### config.mk
export PLATFORM = sky130hd
export DESIGN_NAME = uart_transmitter
export DESIGN_NICKNAME = d
export VERILOG_FILES = /design/src/sv/uatx_pkg.sv /design/src/sv/uatx_fifo.sv /design/src/sv/uatx_core.sv /design/src/sv/uart_transmitter.sv
export SDC_FILE = /design/constraint.sdc
export NUM_CORES = 1
export LEC_CHECK = 0
export BUFFER_PORTS_ARGS = -buffer_cell sky130_fd_sc_hd__buf_2
export CAP_MARGIN = 20
export CORE_MARGIN = 3
export CORE_UTILIZATION = 40
export CTS_CLUSTER_DIAMETER = 50
export DETAILED_ROUTE_END_ITERATION = 8
export PLACE_DENSITY = 0.64
export SLEW_MARGIN = 5
export SYNTH_ARGS = -nofsm -noshare
export SYNTH_HDL_FRONTEND = slang
export SYNTH_HIERARCHICAL = 1
export SYNTH_SLANG_ARGS = --single-unit
export TNS_END_PERCENT = 50
### constraint.sdc
create_clock -name i_clk -period 8.6 [get_ports i_clk]
set_input_delay 1.72 -clock i_clk [delete_from_list [all_inputs] [get_ports i_clk]]
set_output_delay 1.72 -clock i_clk [all_outputs]
set_load 0.03 [all_outputs]
### src/sv/uatx_pkg.sv
package uatx_pkg;

    // Item kinds carried in the action field of an input beat.
    typedef enum logic [1:0] {
        ACT_PUSH  = 2'd0,
        ACT_TICK  = 2'd1,
        ACT_CTS   = 2'd2,
        ACT_CLEAR = 2'd3
    } t_action;

    // Configuration register indexes.
    typedef enum logic [2:0] {
        CFG_DATA_LEN  = 3'd0,
        CFG_STOP_SEL  = 3'd1,
        CFG_PARITY_EN = 3'd2,
        CFG_TX_EN     = 3'd3,
        CFG_FLOW_EN   = 3'd4,
        CFG_DIVIDER   = 3'd5,
        CFG_IRQ_EN    = 3'd6
    } t_cfg_index;

    localparam int unsigned CFG_IDX_W  = 3;
    localparam int unsigned CFG_DATA_W = 16;
    localparam int unsigned IN_DATA_W  = 16;
    localparam int unsigned FLAG_W     = 5;

    // Shortest data length; data_length_sel is added to it.
    localparam logic [3:0] DATA_BITS_MIN = 4'd5;
    // Stop bits are stop_bit_sel plus this.
    localparam logic [1:0] STOP_BITS_MIN = 2'd1;

    // Requests from the frame logic to the byte queue.
    typedef struct packed {
        logic push;
        logic pop;
        logic clear;
    } t_fifo_ctl;

    // Single-bit result fields, in tdata order from bit 4 down to bit 0.
    typedef struct packed {
        logic ovf;
        logic irq;
        logic req;
        logic busy;
        logic tx_line;
    } t_res_flags;

endpackage

### src/sv/uatx_fifo.sv
module uatx_fifo
    import uatx_pkg::*;
#(
    parameter int unsigned DEPTH = 16
) (
    input  logic                         i_clk,
    input  logic                         i_rst_n,
    input  t_fifo_ctl                    i_ctl,
    input  logic [7:0]                   i_wdata,
    output logic [$clog2(DEPTH+1)-1:0]   o_count,
    output logic [7:0]                   o_head_byte
);

    localparam int unsigned AW = (DEPTH > 1) ? $clog2(DEPTH) : 1;
    localparam int unsigned CW = $clog2(DEPTH + 1);
    localparam int unsigned SW = CW + 1;

    logic [7:0]    r_mem [DEPTH];
    logic [AW-1:0] r_head;
    logic [AW-1:0] n_head;
    logic [CW-1:0] r_count;
    logic [CW-1:0] n_count;
    logic [7:0]    r_head_byte;
    logic [SW-1:0] wr_sum;
    logic [AW-1:0] wr_addr;

    // Tail slot is head plus count, folded once since the sum stays below twice the depth.
    always_comb begin
        wr_sum = SW'(r_head) + SW'(r_count);
        if (wr_sum >= SW'(DEPTH)) begin
            wr_sum = wr_sum - SW'(DEPTH);
        end
        wr_addr = wr_sum[AW-1:0];
    end

    always_comb begin
        n_head  = r_head;
        n_count = r_count;
        if (i_ctl.clear) begin
            n_head  = '0;
            n_count = '0;
        end else begin
            if (i_ctl.pop) begin
                n_head  = (r_head == AW'(DEPTH - 1)) ? '0 : r_head + AW'(1);
                n_count = r_count - CW'(1);
            end
            if (i_ctl.push) begin
                n_count = r_count + CW'(1);
            end
        end
    end

    always_ff @(posedge i_clk) begin
        if (!i_rst_n) begin
            r_head  <= '0;
            r_count <= '0;
        end else begin
            r_head  <= n_head;
            r_count <= n_count;
        end
    end

    // The byte at the next head is read ahead, with a bypass for a write to that slot.
    always_ff @(posedge i_clk) begin
        if (i_ctl.push) begin
            r_mem[wr_addr] <= i_wdata;
        end
        if (i_ctl.push && (wr_addr == n_head)) begin
            r_head_byte <= i_wdata;
        end else begin
            r_head_byte <= r_mem[n_head];
        end
    end

    assign o_count     = r_count;
    assign o_head_byte = r_head_byte;

endmodule

### src/sv/uatx_core.sv
module uatx_core
    import uatx_pkg::*;
#(
    parameter int unsigned DEPTH = 16
) (
    input  logic                          i_clk,
    input  logic                          i_rst_n,
    input  logic                          i_cfg_we,
    input  logic [CFG_IDX_W-1:0]          i_cfg_index,
    input  logic [CFG_DATA_W-1:0]         i_cfg_data,
    input  logic                          i_fire,
    input  t_action                       i_action,
    input  logic                          i_cts_level,
    input  logic [$clog2(DEPTH+1)-1:0]    i_fifo_count,
    input  logic [7:0]                    i_head_byte,
    output t_fifo_ctl                     o_fifo_ctl,
    output t_res_flags                    o_flags,
    output logic [$clog2(DEPTH+1)-1:0]    o_level
);

    localparam int unsigned CW = $clog2(DEPTH + 1);

    typedef enum logic [1:0] {
        PH_START  = 2'd0,
        PH_DATA   = 2'd1,
        PH_PARITY = 2'd2,
        PH_STOP   = 2'd3
    } t_phase;

    logic [1:0]  r_data_len;
    logic        r_stop_sel;
    logic        r_parity_en;
    logic        r_tx_en;
    logic        r_flow_en;
    logic [15:0] r_divider;
    logic        r_irq_en;

    t_phase      r_phase,      n_phase;
    logic [7:0]  r_shift,      n_shift;
    logic [3:0]  r_bits_left,  n_bits_left;
    logic [1:0]  r_stops_left, n_stops_left;
    logic        r_parity,     n_parity;
    logic        r_cts,        n_cts;
    logic        r_may_send,   n_may_send;
    logic        r_armed,      n_armed;
    logic [16:0] r_countdown,  n_countdown;
    logic        r_line,       n_line;

    logic [CW-1:0] n_count;
    logic          do_check;
    logic          bit_out;
    t_fifo_ctl     ctl;
    t_res_flags    flags;

    always_ff @(posedge i_clk) begin
        if (!i_rst_n) begin
            r_data_len  <= 2'd3;
            r_stop_sel  <= 1'b0;
            r_parity_en <= 1'b0;
            r_tx_en     <= 1'b0;
            r_flow_en   <= 1'b0;
            r_divider   <= '0;
            r_irq_en    <= 1'b0;
        end else if (i_cfg_we) begin
            case (i_cfg_index)
                CFG_DATA_LEN:  r_data_len  <= i_cfg_data[1:0];
                CFG_STOP_SEL:  r_stop_sel  <= i_cfg_data[0];
                CFG_PARITY_EN: r_parity_en <= i_cfg_data[0];
                CFG_TX_EN:     r_tx_en     <= i_cfg_data[0];
                CFG_FLOW_EN:   r_flow_en   <= i_cfg_data[0];
                CFG_DIVIDER:   r_divider   <= i_cfg_data[15:0];
                CFG_IRQ_EN:    r_irq_en    <= i_cfg_data[0];
                default: ;
            endcase
        end
    end

    always_comb begin
        n_phase      = r_phase;
        n_shift      = r_shift;
        n_bits_left  = r_bits_left;
        n_stops_left = r_stops_left;
        n_parity     = r_parity;
        n_cts        = r_cts;
        n_may_send   = r_may_send;
        n_armed      = r_armed;
        n_countdown  = r_countdown;
        n_line       = r_line;
        n_count      = i_fifo_count;
        do_check     = 1'b0;
        bit_out      = 1'b1;
        ctl          = '0;
        flags        = '0;

        if (i_fire) begin
            case (i_action)
                ACT_PUSH: begin
                    if (i_fifo_count < CW'(DEPTH)) begin
                        ctl.push = 1'b1;
                        n_count  = i_fifo_count + CW'(1);
                    end else begin
                        flags.ovf = 1'b1;
                    end
                    do_check = 1'b1;
                end
                ACT_TICK: begin
                    if (r_armed) begin
                        if (r_countdown != '0) begin
                            n_countdown = r_countdown - 17'd1;
                        end
                        if (n_countdown == '0) begin
                            n_armed  = 1'b0;
                            do_check = 1'b1;
                            // One step of the frame machine drives one bit.
                            case (r_phase)
                                PH_START: begin
                                    n_parity = 1'b0;
                                    if ((i_fifo_count != '0) && r_may_send) begin
                                        ctl.pop     = 1'b1;
                                        n_count     = i_fifo_count - CW'(1);
                                        n_shift     = i_head_byte;
                                        n_bits_left = {2'b00, r_data_len} + DATA_BITS_MIN;
                                        n_phase     = PH_DATA;
                                        bit_out     = 1'b0;
                                    end
                                end
                                PH_DATA: begin
                                    bit_out  = r_shift[0];
                                    n_shift  = {1'b0, r_shift[7:1]};
                                    n_parity = r_parity ^ r_shift[0];
                                    if (r_bits_left != '0) begin
                                        n_bits_left = r_bits_left - 4'd1;
                                    end
                                    if (n_bits_left == '0) begin
                                        n_stops_left = {1'b0, r_stop_sel} + STOP_BITS_MIN;
                                        n_phase      = r_parity_en ? PH_PARITY : PH_STOP;
                                    end
                                end
                                PH_PARITY: begin
                                    bit_out = r_parity;
                                    n_phase = PH_STOP;
                                end
                                PH_STOP: begin
                                    if (r_stops_left != '0) begin
                                        n_stops_left = r_stops_left - 2'd1;
                                    end
                                    if (n_stops_left == '0) begin
                                        n_phase = PH_START;
                                    end
                                    flags.req = 1'b1;
                                    flags.irq = r_irq_en;
                                end
                                default: ;
                            endcase
                            if (r_tx_en) begin
                                n_line = bit_out;
                            end
                        end
                    end
                end
                ACT_CTS: begin
                    n_cts    = i_cts_level;
                    do_check = 1'b1;
                end
                ACT_CLEAR: begin
                    n_line       = 1'b1;
                    n_phase      = PH_START;
                    n_bits_left  = '0;
                    n_stops_left = '0;
                    n_parity     = 1'b0;
                    n_cts        = 1'b0;
                    ctl.clear    = 1'b1;
                    n_count      = '0;
                    n_armed      = 1'b0;
                    n_countdown  = '0;
                end
                default: ;
            endcase

            // Re-evaluate the send permission and arm the bit timer when work waits.
            if (do_check) begin
                n_may_send = !r_flow_en || !n_cts;
                if ((((n_count != '0) && n_may_send) || (n_bits_left != '0)
                        || (n_stops_left != '0)) && !n_armed) begin
                    n_armed     = 1'b1;
                    n_countdown = {1'b0, r_divider} + 17'd1;
                end
            end
        end

        flags.tx_line = n_line;
        flags.busy    = n_armed;
    end

    always_ff @(posedge i_clk) begin
        if (!i_rst_n) begin
            r_phase      <= PH_START;
            r_shift      <= '0;
            r_bits_left  <= '0;
            r_stops_left <= '0;
            r_parity     <= 1'b0;
            r_cts        <= 1'b0;
            r_may_send   <= 1'b1;
            r_armed      <= 1'b0;
            r_countdown  <= '0;
            r_line       <= 1'b1;
        end else begin
            r_phase      <= n_phase;
            r_shift      <= n_shift;
            r_bits_left  <= n_bits_left;
            r_stops_left <= n_stops_left;
            r_parity     <= n_parity;
            r_cts        <= n_cts;
            r_may_send   <= n_may_send;
            r_armed      <= n_armed;
            r_countdown  <= n_countdown;
            r_line       <= n_line;
        end
    end

    assign o_fifo_ctl = ctl;
    assign o_flags    = flags;
    assign o_level    = n_count;

endmodule

### src/sv/uart_transmitter.sv
// UART transmitter with a byte queue. Every input beat is one item: a push of a byte, a
// tick of the peripheral clock, a new clear-to-send level, or a clear; every item gives
// exactly one result beat with the line level, the busy flag, the stop-bit pulses for
// data request and interrupt, a dropped-push flag and the queue level. A bit lasts
// clock_divider+1 ticks; a frame is a low start bit, 5 to 8 data bits LSB first, an
// optional even parity bit and one or two high stop bits. The block takes one beat per
// clock cycle without gaps: an item is registered on entry, its whole state update is
// done when it moves on from that register, and its result is registered for the output
// in the same cycle. Doing the whole state update at once, together with the queue's head
// byte being read ahead into a register, sets the rate. Backpressure on the result side
// stalls the input side only once both registers are full. Configuration writes are meant
// for idle periods, when no result is pending.
module uart_transmitter
    import uatx_pkg::*;
#(
    parameter int unsigned FIFO_DEPTH = 16
) (
    input  logic                         i_clk,
    input  logic                         i_rst_n,

    input  logic                         s_axis_tvalid,
    output logic                         s_axis_tready,
    // Fields from bit 0: action[1:0], data_byte[9:2], cts_level[10], zeros above.
    input  logic [IN_DATA_W-1:0]         s_axis_tdata,

    output logic                         m_axis_tvalid,
    input  logic                         m_axis_tready,
    // Fields from bit 0: tx_line, busy_res, data_request, irq_pulse, overflow,
    // fifo_level[5 +: clog2(FIFO_DEPTH+1)], zeros above.
    output logic [((FLAG_W+$clog2(FIFO_DEPTH+1)+7)/8)*8-1:0] m_axis_tdata,

    input  logic                         i_cfg_we,
    input  logic [CFG_IDX_W-1:0]         i_cfg_index,
    input  logic [CFG_DATA_W-1:0]        i_cfg_data
);

    localparam int unsigned CW    = $clog2(FIFO_DEPTH + 1);
    localparam int unsigned OUT_W = ((FLAG_W + CW + 7) / 8) * 8;

    logic                 r_in_valid;
    logic [IN_DATA_W-1:0] r_in_data;
    logic                 r_out_valid;
    logic [OUT_W-1:0]     r_out_data;
    logic [OUT_W-1:0]     result;
    logic                 advance;

    t_fifo_ctl            fifo_ctl;
    t_res_flags           flags;
    logic [CW-1:0]        fifo_count;
    logic [CW-1:0]        level;
    logic [7:0]           head_byte;

    // The registered item moves on when the result register is empty or being emptied.
    assign advance       = r_in_valid && (!r_out_valid || m_axis_tready);
    assign s_axis_tready = !r_in_valid || advance;

    always_ff @(posedge i_clk) begin
        if (!i_rst_n) begin
            r_in_valid <= 1'b0;
        end else if (s_axis_tvalid && s_axis_tready) begin
            r_in_valid <= 1'b1;
        end else if (advance) begin
            r_in_valid <= 1'b0;
        end
    end

    always_ff @(posedge i_clk) begin
        if (s_axis_tvalid && s_axis_tready) begin
            r_in_data <= s_axis_tdata;
        end
    end

    uatx_core #(
        .DEPTH (FIFO_DEPTH)
    ) u_core (
        .i_clk        (i_clk),
        .i_rst_n      (i_rst_n),
        .i_cfg_we     (i_cfg_we),
        .i_cfg_index  (i_cfg_index),
        .i_cfg_data   (i_cfg_data),
        .i_fire       (advance),
        .i_action     (t_action'(r_in_data[1:0])),
        .i_cts_level  (r_in_data[10]),
        .i_fifo_count (fifo_count),
        .i_head_byte  (head_byte),
        .o_fifo_ctl   (fifo_ctl),
        .o_flags      (flags),
        .o_level      (level)
    );

    uatx_fifo #(
        .DEPTH (FIFO_DEPTH)
    ) u_fifo (
        .i_clk       (i_clk),
        .i_rst_n     (i_rst_n),
        .i_ctl       (fifo_ctl),
        .i_wdata     (r_in_data[9:2]),
        .o_count     (fifo_count),
        .o_head_byte (head_byte)
    );

    always_comb begin
        result               = '0;
        result[FLAG_W-1:0]   = flags;
        result[FLAG_W +: CW] = level;
    end

    always_ff @(posedge i_clk) begin
        if (!i_rst_n) begin
            r_out_valid <= 1'b0;
        end else if (advance) begin
            r_out_valid <= 1'b1;
        end else if (m_axis_tready) begin
            r_out_valid <= 1'b0;
        end
    end

    always_ff @(posedge i_clk) begin
        if (advance) begin
            r_out_data <= result;
        end
    end

    assign m_axis_tvalid = r_out_valid;
    assign m_axis_tdata  = r_out_data;

endmodule

# Word level (Yosys, flattened, before mapping)
# Memories as Yosys holds them, arrays and structs flattened. A register that Yosys moved wholly into a read port is not among the register bits.
# Index checks and enable logic that the tools add are counted.
totals:
  ff_bits: 93
  mem_count: 1
  ram_bits: 128
  elab_cells: 206
  out_inout_bits: 18
  inputBits: 40
mem_list:
  columns: ["memory", "words", "width", "read_ports", "rd_clocked_by_memory_dff", "wr", "line", "source"]
  rows:
  - ["u_fifo.r_mem", 16, 8, 1, 1, 1, "uatx_fifo.sv:18", "logic [7:0] r_mem [DEPTH];"]
classes:
  bitwise_logic: 2
  magnitude_cmp: 2
  muxes: 96
  n_addsub: 11
  n_reduce_logical: 48
  n_eq_ne: 20
op_table:
  columns: ["op", "n"]
  rows:
  - ["$mux W17", 7]
  - ["$mux W4", 14]
  - ["$mux W5", 8]
  - ["$mux W1", 34]
  - ["$pmux W17 S2", 1]
  - ["$mux W2", 15]
  - ["$add A16 B1 Y17 const B", 1]
  - ["$logic_not A17 Y1", 1]
  - ["$reduce_bool A17 Y1", 1]
  - ["$sub A17 B1 Y17 const B", 1]
  - ["$pmux W4 S2", 2]
  - ["$pmux W8 S2", 1]
  - ["$reduce_and A2 Y1", 8]
  - ["$pmux W5 S3", 1]
  - ["$reduce_bool A2 Y1", 7]
  - ["$pmux W1 S2", 6]
  - ["$pmux W2 S2", 3]
  - ["$reduce_bool A5 Y1", 2]
  - ["$eq A3 B3 Y1 const B", 3]
  - ["$ne A3 B2 Y1 const B", 3]
  - ["$eq A2 B2 Y1 const B", 4]
  - ["$mux W8", 1]
  - ["$pmux W2 S4", 1]
  - ["$reduce_bool A4 Y1", 2]
  - ["32 further kinds", 52]

# Depth between registers and ports, before layout
# Gate-level depths: netlist of run 1.
logic_depth:
  ltp_word: 23
  mapped_depth: 17

# Hierarchy
# Netlist of run 1, hierarchy kept.
by_module_without_submodules:
  columns: ["mod", "area_each_um2", "instances", "cells_per_inst"]
  rows:
  - ["uatx_fifo", 5748.0, 1, 305]
  - ["uatx_core", 4847.1, 1, 673]
  - ["uart_transmitter", 783.3, 1, 37]

# Worst setup path after synthesis of run 1
# Ideal clock, no wire load.
synth_timing:
  kind: "input to register"
  start: "input port m_axis_tready"
  end: "memory u_fifo.r_mem[0][0], enable pin"
  path_slack_ps: 3627
  setup_ps: 370
  stages: 9
  n_path_buf: 2
  arrival_ps: 4603
  path_cell_list: "nor2b_4 -> nor2b_1 -> clkbuf_1 -> clkbuf_1 -> nand2_1 -> nor3_1 -> inv_1 -> or3_1 -> nor2_1"
synth_rtl:
  columns: ["element", "line", "source"]
  rows:
  - ["start, declared", "uart_transmitter.sv:27", "input logic m_axis_tready,"]
  - ["end, declared", "uatx_fifo.sv:18", null]

# Final worst setup path of run 1
layout_timing:
  start: "register u_core.r_countdown[0]"
  end: "register u_core.r_countdown[12]"
layout_via:
  elab_chain_cells: 17
  word_cells_on_any_way: 39
layout_rtl:
  columns: ["element", "line", "source"]
  rows:
  - ["start, declared", "uatx_core.sv:46", "logic [16:0] r_countdown, n_countdown;"]
  - ["start signal, assigned", "uatx_core.sv:216", "r_countdown <= n_countdown;"]
  - ["$sub A17 B1 Y17 or $reduce_bool A17 Y1 (tied branches)", "uatx_core.sv:109, uatx_core.sv:108", null]
  - ["$mux W17 *", "uatx_core.sv:108", "if (r_countdown != '0) begin"]
  - ["$mux W17 *", "uatx_core.sv:107", "if (r_armed) begin"]
  - ["$mux W17 *", "uatx_core.sv:96", "case (i_action)"]
  - ["$mux W17 *", "uatx_core.sv:95", "if (i_fire) begin"]
  - ["$logic_not A17 Y1", "uatx_core.sv:111", "if (n_countdown == '0) begin"]
  - ["$mux W5", "uatx_core.sv:111", null]
  - ["$mux W5", "uatx_core.sv:107", null]
  - ["$pmux W5 S3", "uatx_core.sv:96", null]
  - ["$mux W5", "uatx_core.sv:95", null]
  - ["$reduce_bool A5 Y1", "uatx_core.sv:183", "if ((((n_count != '0) && n_may_send) || (n_bits_left != '0)"]
  - ["$logic_and A1 B1 Y1", "uatx_core.sv:183", null]
  - ["$logic_or A1 B1 Y1", "uatx_core.sv:183", null]
  - ["$logic_or A1 B1 Y1", "uatx_core.sv:184", "|| (n_stops_left != '0)) && !n_armed) begin"]
  - ["$logic_and A1 B1 Y1", "uatx_core.sv:184", null]
  - ["$mux W17", "uatx_core.sv:183", null]
  - ["$mux W17 *", "uatx_core.sv:181", "if (do_check) begin"]
# Mark *: on every way between the ends. The rest lies on a longest branch, timed or not. The select of a mux whose other input is x is not followed.
# A chain may end at the register's enable or synchronous reset.

==> results.md, run 1 <==
Placed design:
- Once placement completed, the tool counted placed cells totaling 1381.
- The placed wire-length estimate after detailed placement is roughly 18000 um.
- The final weighted congestion of routability-driven global placement is between 0.9 and 1.
- Buffers placed on the I/O ports in this run total 46.

Worst hold path:
- The path class of the tightest hold or removal check is flop to flop.
- The start point of the worst hold path is u_core/r_divider[15]$_SDFFE_PN0P_.

Worst setup path:
- Among cell families on the critical path, the largest total delay comes from simple AND/OR/NAND/NOR gates.
- In this design, the stage delay of the slowest critical-path cell is approximately 0.68 ns.
- STA classifies the critical path endpoint as a flop.
- The startpoint identified for the worst register-to-register timing path is u_core/r_countdown[0]$_SDFFE_PN0P_.
- The start-to-end type of the worst setup path is flop to flop.
- Among all stages on the critical path, the largest delay is contributed by nor3_2.
- The sum of buffers and inverters on the critical path is 2.
- Of all nets on the critical path, the largest fanout is 13.
- The arrival time of data at the critical path endpoint is between 5 and 6 ns.
- The signal on the critical path passes through inv_1 -> ha_1 -> or3b_1 -> a2111oi_2 -> xnor2_1 -> nand3_2 -> nor3_2 -> nand3_1 -> a21oi_1 -> o2111ai_1 -> o211ai_2 -> a21boi_2 -> buf_6 -> and3_1 -> o31a_1.
- The data required time of the critical path is ~9.0 ns.
- Tracing the worst setup path back leads to its startpoint at u_core/r_countdown[0]$_SDFFE_PN0P_.
- STA classifies the critical path startpoint as a flop.

Clocking:
- CTS placed an instance of clkbuf_16 at the clock tree root.
- The post-cts gate resize count is 0.
- The number of buffers inserted to repair setup after CTS is 0.
- Clock-pin slew was measured on the worst setup and hold paths at 0.06 ns.
- Clock tree synthesis found a total of about 230 sinks.
- After clock tree synthesis, the flow added hold-fix buffers numbering 0.
- The deepest level of the CTS H-tree is 1.
- The later pin in the worst-skew pair is clocked with a latency of approximately 0.54 ns.
- The maximum root-to-sink buffer count is 3.
- TritonCTS built the clock tree.
- In this run, CTS created clock tree buffers numbering 24.

Synth:
- The number of flops mapped to enable cells by yosys is about 150.
- Sequential elements use 52.7% of the synthesized area.
- The count of unique library cells instantiated by Yosys is 92.
- The synthesized design contains around 230 register bits.
- The fraction of synthesis flops using an asynchronous set or reset pin is 0%.
- The total number of yosys warnings is 6.
- After synthesis, the mean cell area works out to 11.2 um2.
- The cell area that synthesis handed to floorplanning was 0.0114 mm2.
- Counting every instance in the synthesized netlist gives about 1000.
- The most used flip-flop cell after synthesis is edfxtp_1.

Power and ir drop:
- The internal power is 1840 uW.
- In this run the power spent charging and discharging nets is approximately 600 uW.
- The maximum resistive drop on vdd is around 0.00017 V.
- In this run the power density over the cells is between 150 and 200 mW/mm2.
- The fraction of power consumed by the clock network is between 40 and 50%.
- The relative contribution of combinational cells to total power is ~8.6%.
- The switching part of the total power is between 20% and 30%.
- The cell leakage power is between 0.004 and 0.005 uW.
- The share of total power dissipated in sequential elements is about half.

GRT:
- The global-route wire length before repair is 42900 um.
- The pin count of the biggest net entering global routing is between 50 and 60.
- Across every metal layer, demand over resource in global routing totals ~17%.
- The global-route congestion overflow total is 0.
- The number of antenna violations at the first check in global routing is 0.
- The number of global-route vias before repair is 7611.

Run:
- The tool flagged a number of max-cap violations equal to 0.

Detailed routing:
- The detailed router finished its first iteration with between 700 and 800 violations.
- The total vias in the final route is between 8000 and 9000.
- The sum of routed wire length over all layers is between 20000 and 30000 um.
- Dividing the detail-routed wire length by the instance count gives about 19 um.
- For this run, design rule violations remaining after detail routing come to 0.
- The final antenna-violating net count is 0.
- The via density per instance is between 5 and 6.
- The first TritonRoute pass finished after 5 iterations.

Timing:
- At the pin with the least slew margin, the transition time is 1.03 ns.
- Setup repair after global routing left no endpoint under its margin.
- The number of setup violations in the final report is 0.
- The clock skew after layout is between 0.015 and 0.02 ns.
- The setup total negative slack is 0 ns.
- The worst pin sits at a relative slew slack of between 30 and 40%.
- The total count of hold-check failures in the final report came to 0.
- The max-slew violation total from the final report is 0.
- The time the worst path needs with I/O delays and setup is roughly 5.0 ns.
- The maximum frequency from static timing analysis is a little under 200 MHz.
- The worst path uses roughly three fifths of the clock period.

Finish:
- 0 antenna diodes ended up in the layout.
- The post-layout instance count excluding filler cells is around 1400.
- The synthesis-to-layout area growth is 10.6%.
- The final layout contains 1093 nets.
- The most common cell after layout, fill and taps aside is edfxtp_1.
- In the layout the commonest cells are 149 x edfxtp_1, 100 x nor2_1, 92 x nand2_1, 74 x dfxtp_1, 68 x a21oi_1.
- The number of fill cells in the layout is about 2600.
- The fraction of final layout cells sized beyond drive strength 1 is a little over an eighth.

Status:
- The run finished with clean final reports.

Floorplan:
- The number of placement rows is 61.
- The number of placed I/O pins is 58.
- The die outline area is about 0.03 mm2.
- The height of the die is roughly 170 um.
- The initial standard-cell utilization of the core is between 40% and 50%.
- The core box area is 0.0279 mm2.
- The die is 175 um wide.
==> registers in the layout (all words and copies together), names as in the netlist, 2 cells and up, named ones only <==
register	flops
u_core/r_phase	2
u_core/r_stops_left	2
u_core/r_countdown	17
u_fifo/o_count	5
u_core/r_divider	16
m_axis_tdata	10
u_core/r_data_len	2
u_core/r_shift	8
u_core/r_bits_left	4
u_fifo/r_mem	128
u_fifo/r_head	4
r_in_data	11
==> worst min-delay path, cell delays in order (launching register included) <==
cell	delay, ns
dfxtp_1	0.31
nand2_1	0.05
a21oi_1	0.05
==> power by group through the flow <==
stage	combinational, uW	sequential [uW]	clock (uW)
global placement	203	1220	0
CTS	206	1190	1060
floorplan	158	1210	0
global route	231	1200	1100
detailed placement	204	1220	0
finish	210	1190	1020
==> cell usage after synthesis (7+ instances only) <==
| master | instances | area share [%] |
|---|---|---|
| o21ai_0 | 43 | 1.9 |
| nor2_1 | 100 | 3.3 |
| nand2_1 | 92 | 3.0 |
| nor2b_1 | 7 | 0.38 |
| mux2i_1 | 29 | 2.6 |
| a21oi_1 | 68 | 3.0 |
| or4_1 | 7 | 0.46 |
| a22oi_1 | 23 | 1.5 |
| xnor2_1 | 19 | 1.5 |
| nand3_1 | 39 | 1.7 |
| or3_1 | 7 | 0.38 |
| xor2_1 | 8 | 0.62 |
| mux4_1 | 13 | 3.0 |
| buf_4 | 10 | 0.66 |
| dfxtp_1 | 76 | 13 |
| nor3_1 | 21 | 0.92 |
| mux4_2 | 19 | 3.8 |
| inv_1 | 23 | 0.76 |
| and3_1 | 15 | 0.82 |
| nand2b_1 | 9 | 0.49 |
| edfxtp_1 | 149 | 39 |
| buf_2 | 14 | 0.62 |
| and2_1 | 8 | 0.44 |
| nor3b_1 | 7 | 0.46 |
| nand3b_1 | 9 | 0.59 |
| nand4_1 | 12 | 0.66 |
| o21ai_1 | 8 | 0.35 |
| a31oi_1 | 8 | 0.44 |
| ha_1 | 20 | 2.2 |
| clkbuf_1 | 36 | 1.2 |
==> layer usage <==
layer / vias up / global-route usage (%) / wire (um)
li1: 3843 / - / -
met1: 3935 / 25.7 / 12300
met2: 244 / 27.4 / 12400
met3: 53 / 2.28 / 1370
met4: 0 / 4.75 / 738
met5: - / 0 / 0
==> through the flow <==
| stage | cell area [um2] | hold slack, ns | power, uW | util (%) | worst slack, ns |
|---|---|---|---|---|---|
| 6_report | 12600 | 0.459 | 2430 | 45.0 | 3.57 |
| 3_5_place_dp | 11800 | 0.452 | 1420 | 42.1 | 3.46 |
| 3_3_place_gp | 11800 | 0.450 | 1420 | 42.1 | 3.51 |
| 2_1_floorplan | 11400 | 0.436 | 1360 | - | 3.63 |
| 5_1_grt | 12600 | 0.494 | 2530 | 45.0 | 3.25 |
| 4_1_cts | 12600 | 0.461 | 2450 | 45.0 | 3.43 |
==> worst paths after layout <==
check | slack [ns] | cells past startpoint | end
worst max register to register | 3.57 | 15 | u_core/r_countdown[12]$_SDFFE_PN0P_
worst min register to register | 0.46 | 2 | u_core/r_divider[15]$_SDFFE_PN0P_
worst max-delay path | 3.57 | 15 | u_core/r_countdown[12]$_SDFFE_PN0P_
worst min-delay path | 0.46 | 2 | u_core/r_divider[15]$_SDFFE_PN0P_
==> cell families after synthesis <==
| family | after synthesis | share of synthesized area [%] |
|---|---|---|
| xor gates and xnor gates | 27 | 2.08 |
| and+or+nand+nor | 366 | 16.6 |
| adders and majority gates | 22 | 2.55 |
| DFF | 225 | 52.7 |
| buffers and inverters | 94 | 4.26 |
| AOI/OAI and AO/OA | 218 | 12.4 |
| muxes | 62 | 9.41 |
| other | 1 | 0.0330 |
==> area by class of cell <==
cell class | instances | area, um2 | share of cell area, %
sequential | 225 | 6000 | 47.7
multi-input combinational | 701 | 4920 | 39.1
clock buffer | 35 | 662 | 5.26
tap | 378 | 473 | 3.76
timing repair buffer | 54 | 294 | 2.34
clock inverter | 9 | 135 | 1.07
inverter | 25 | 93.8 | 0.746
(Power assumes the default switching activity.)
==> run 2: changes to the inputs <==
==> constraint.sdc (replaced) <==
create_clock -name i_clk -period 4.8 [get_ports i_clk]
set_input_delay 0.96 -clock i_clk [delete_from_list [all_inputs] [get_ports i_clk]]
set_output_delay 0.96 -clock i_clk [all_outputs]
set_load 0.03 [all_outputs]
==> results.md, run 2 (synthesized netlist as in run 1, its figures left out) <==
Timing:
- The final worst-path cycle share is 92.6% (+34 points).
- The total count of hold-check failures in the final report is 0 (unchanged).
- The maximum frequency from static timing analysis is 225 MHz (+13%).
- The transition time at the pin with the least slew margin is 1.12 ns (+0.0923 ns).
- The max-slew headroom at the worst pin is 25.1% (-6.2 points).
- The number of setup violations in the final report is 0 (unchanged).
- The clock skew after layout is 0.0227 ns (+0.00447 ns).
- The time the worst path needs with I/O delays and setup is 4.45 ns (-0.580 ns).
- The max-slew violation total from the final report is 0 (unchanged).
- Setup repair after global routing left no endpoint under its margin.
- The setup total negative slack is 0 ns (unchanged).

Worst setup path:
- The highest fanout seen on the critical path came to 10 (-3).
- The startpoint type of the worst setup path is a flop.
- The arrival time of data at the critical path endpoint is 4.87 ns (-0.58 ns).
- The data required time of the critical path came to 5.22 ns (-3.80 ns).
- The start-to-end type of the worst setup path is flop to flop.
- The signal on the critical path passes through inv_1 -> ha_1 -> or3b_1 -> a2111oi_2 -> xnor2_1 -> nand3_2 -> nor4_4 -> nand2_2 -> a311oi_1 -> o2111ai_1 -> o211ai_2 -> a21boi_2 -> buf_4 -> and3_1 -> o31a_1.
- The delay of the slowest critical-path stage was 0.48 ns (-0.20 ns).
- The slowest stage of the critical path is the or3b_1 cell.
- The endpoint kind of the worst setup timing path is a flop.

Floorplan:
- The number of placement rows was 61 (unchanged).
- The floorplan die width is 175 um (unchanged).
- The die outline area came to 0.0305 mm2 (unchanged).
- The height of the die is 175 um (unchanged).
- The initial standard-cell utilization of the core was 40.7% (unchanged).
- The number of placed I/O pins was 58 (unchanged).
- The core box area is 0.0279 mm2 (unchanged).

Finish:
- In the layout the commonest cells are 149 x edfxtp_1, 100 x nor2_1, 92 x nand2_1, 74 x dfxtp_1, 68 x a21oi_1.
- The diode insertion count for antenna repair is 0 (unchanged).
- Compared with the post-synthesis result, the final layout area differs by 11.7%.
- The final-stage net count is 1105 (+1.1%).
- The register with the highest flop count is u_fifo/r_mem.
- The library cell used most frequently in the layout, excluding fill and tap cells, is edfxtp_1.
- The number of fill cells in the layout is 2596 (-1.1%).
- The flip-flop count of the largest register, all copies and words added was 128 (unchanged).
- The area taken by flip-flops and latches is 0.00600 mm2 (unchanged).
- The area of the multi-input gates is 0.00493 mm2 (+0.18%).
- In the final layout, the registers with the most flip-flops are u_fifo/r_mem (128), u_core/r_countdown (17), u_core/r_divider (16).
- The fraction of final layout cells sized beyond drive strength 1 is 14.5% (+1.3 points).

Power and ir drop:
- The total power of the final layout came to 4450 uW (+83%).
- The ratio of total power to cell area is 350 mW/mm2 (+81%).
- The cell leakage power is 0.00443 uW (+2.1%).
- The maximum resistive drop on vdd is 0.000298 V (+79%).

Clocking:
- The CTS tree is built.
- The deepest level of the CTS H-tree was 1 (unchanged).
- The clock tree root buffer cell is clkbuf_16.
- The number of hold buffers added after CTS is 0 (unchanged).
- The clock insertion delay at the later pin of the skew report came to 0.54 ns (about the same).
- The number of buffers added by the clock tree synthesis step is 26 (+8.3%).
- The clock edge transition at the registers on the reported setup and hold paths is 0.06 ns (about the same).
- The total clock sinks is 225 (unchanged).
- The maximum root-to-sink buffer count came to 3 (unchanged).

GRT:
- The number of global-route vias before repair was 7768 (+2.1%).
- The total track usage came to 17.8% (+0.29 points).
- The global-route congestion overflow total is 0 (unchanged).
- The global-route wire length before repair was 43300 um (+1.0%).
- The pin count of the biggest net entering global routing is 43 (-17%).
- The number of antenna violations at the first check in global routing was 0 (unchanged).

Detailed routing:
- The via density per instance is 5.66 (about the same).
- The average routed wire per standard cell is 19.0 um (+1.1%).
- The final routed DRC violation total is 0 (unchanged).
- The final antenna-violating net count came to 0 (unchanged).
- The iteration count of the initial detailed-routing pass is 5 (unchanged).
- The sum of routed wire length over all layers is 27400 um (+2.1%).
- The total vias in the final route is 8159 (+1.0%).
- The number of DRC violations after detailed-routing iteration 0 is 755 (+7.5%).

Status:
- The flow ran to the end, and the final reports show no timing, DRC or antenna violations.

Placed design:
- The final weighted congestion of routability-driven global placement was 0.917 (-1.3%).
- The count of buffers inserted at the top-level ports was 46 (unchanged).
- The placed wire-length estimate after detailed placement is 18900 um (+5.4%).

Worst hold path:
- The worst min-delay path category is flop to flop.

Run:
- The reported max-cap violation count is 0 (unchanged).
## run 2: cell count changes in the layout (fill, tap and decap cells not counted), moves of 2 or more
cell / change
clkbuf_1: -2
clkinv_2: +5
buf_4: +11
clkbuf_16: +2
inv_6: -2
## run 2: timing repair
action / in CTS / in global routing
buffers inserted: 0 / 0
gates resized for setup: 0 / 1
endpoints found under the setup margin: 0 / 4
## run 2: critical path, delay by kind of cell (launching register included)
family / cells / cell delay (ns)
adders and majority gates: 1 / 0.29
xor gates and xnor gates: 1 / 0.20
buffers and inverters: 2 / 0.29
DFF: 1 / 0.37
and+or+nand+nor: 5 / 1.29
AOI/OAI and AO/OA: 6 / 1.90
## run 2: worst paths after layout
kind	depth (start not counted)	to	start	slack, ns
setup / recovery	15	u_core/r_countdown[12]$_SDFFE_PN0P_	u_core/r_countdown[0]$_SDFFE_PN0P_	0.35
setup reg to reg	15	u_core/r_countdown[12]$_SDFFE_PN0P_	u_core/r_countdown[0]$_SDFFE_PN0P_	0.35
hold / removal	2	u_core/r_divider[15]$_SDFFE_PN0P_	u_core/r_divider[15]$_SDFFE_PN0P_	0.46
hold reg to reg	2	u_core/r_divider[15]$_SDFFE_PN0P_	u_core/r_divider[15]$_SDFFE_PN0P_	0.46
## run 2: routing by layer
layer	GRT usage, %	wire, um
met5	0	0
met4	5.49	815
met3	1.91	1460
met2	28.5	12700
met1	25.5	12400
## run 2: area by class of cell
type                            count  area share, %
Clock buffer                       35           5.54
Clock inverter                     13           1.12
Inverter                           25          0.738
Multi-Input combinational cell    701           38.8
Sequential cell                   225           47.2
Tap cell                          378           3.72
Timing Repair Buffer               64           2.87
## run 2: stage by stage
stage | hold WS [ns] | instance area [um2] | setup slack, ns | cells | utilization (%)
2_1_floorplan | 0.436 | 11400 | 0.587 | 1020 | -
3_3_place_gp | 0.449 | 11900 | 0.465 | 1393 | 42.4
3_5_place_dp | 0.453 | 11900 | 0.437 | 1393 | 42.4
4_1_cts | 0.461 | 12700 | 0.408 | 1441 | 45.5
5_1_grt | 0.503 | 12700 | 0.0421 | 1441 | 45.5
6_report | 0.459 | 12700 | 0.353 | 1441 | 45.5
## run 2: power breakdown
| part | internal [uW] | switching [uW] |
|---|---|---|
| combinational | 137 | 252 |
| clock | 1140 | 777 |
| sequential | 2090 | 49.6 |
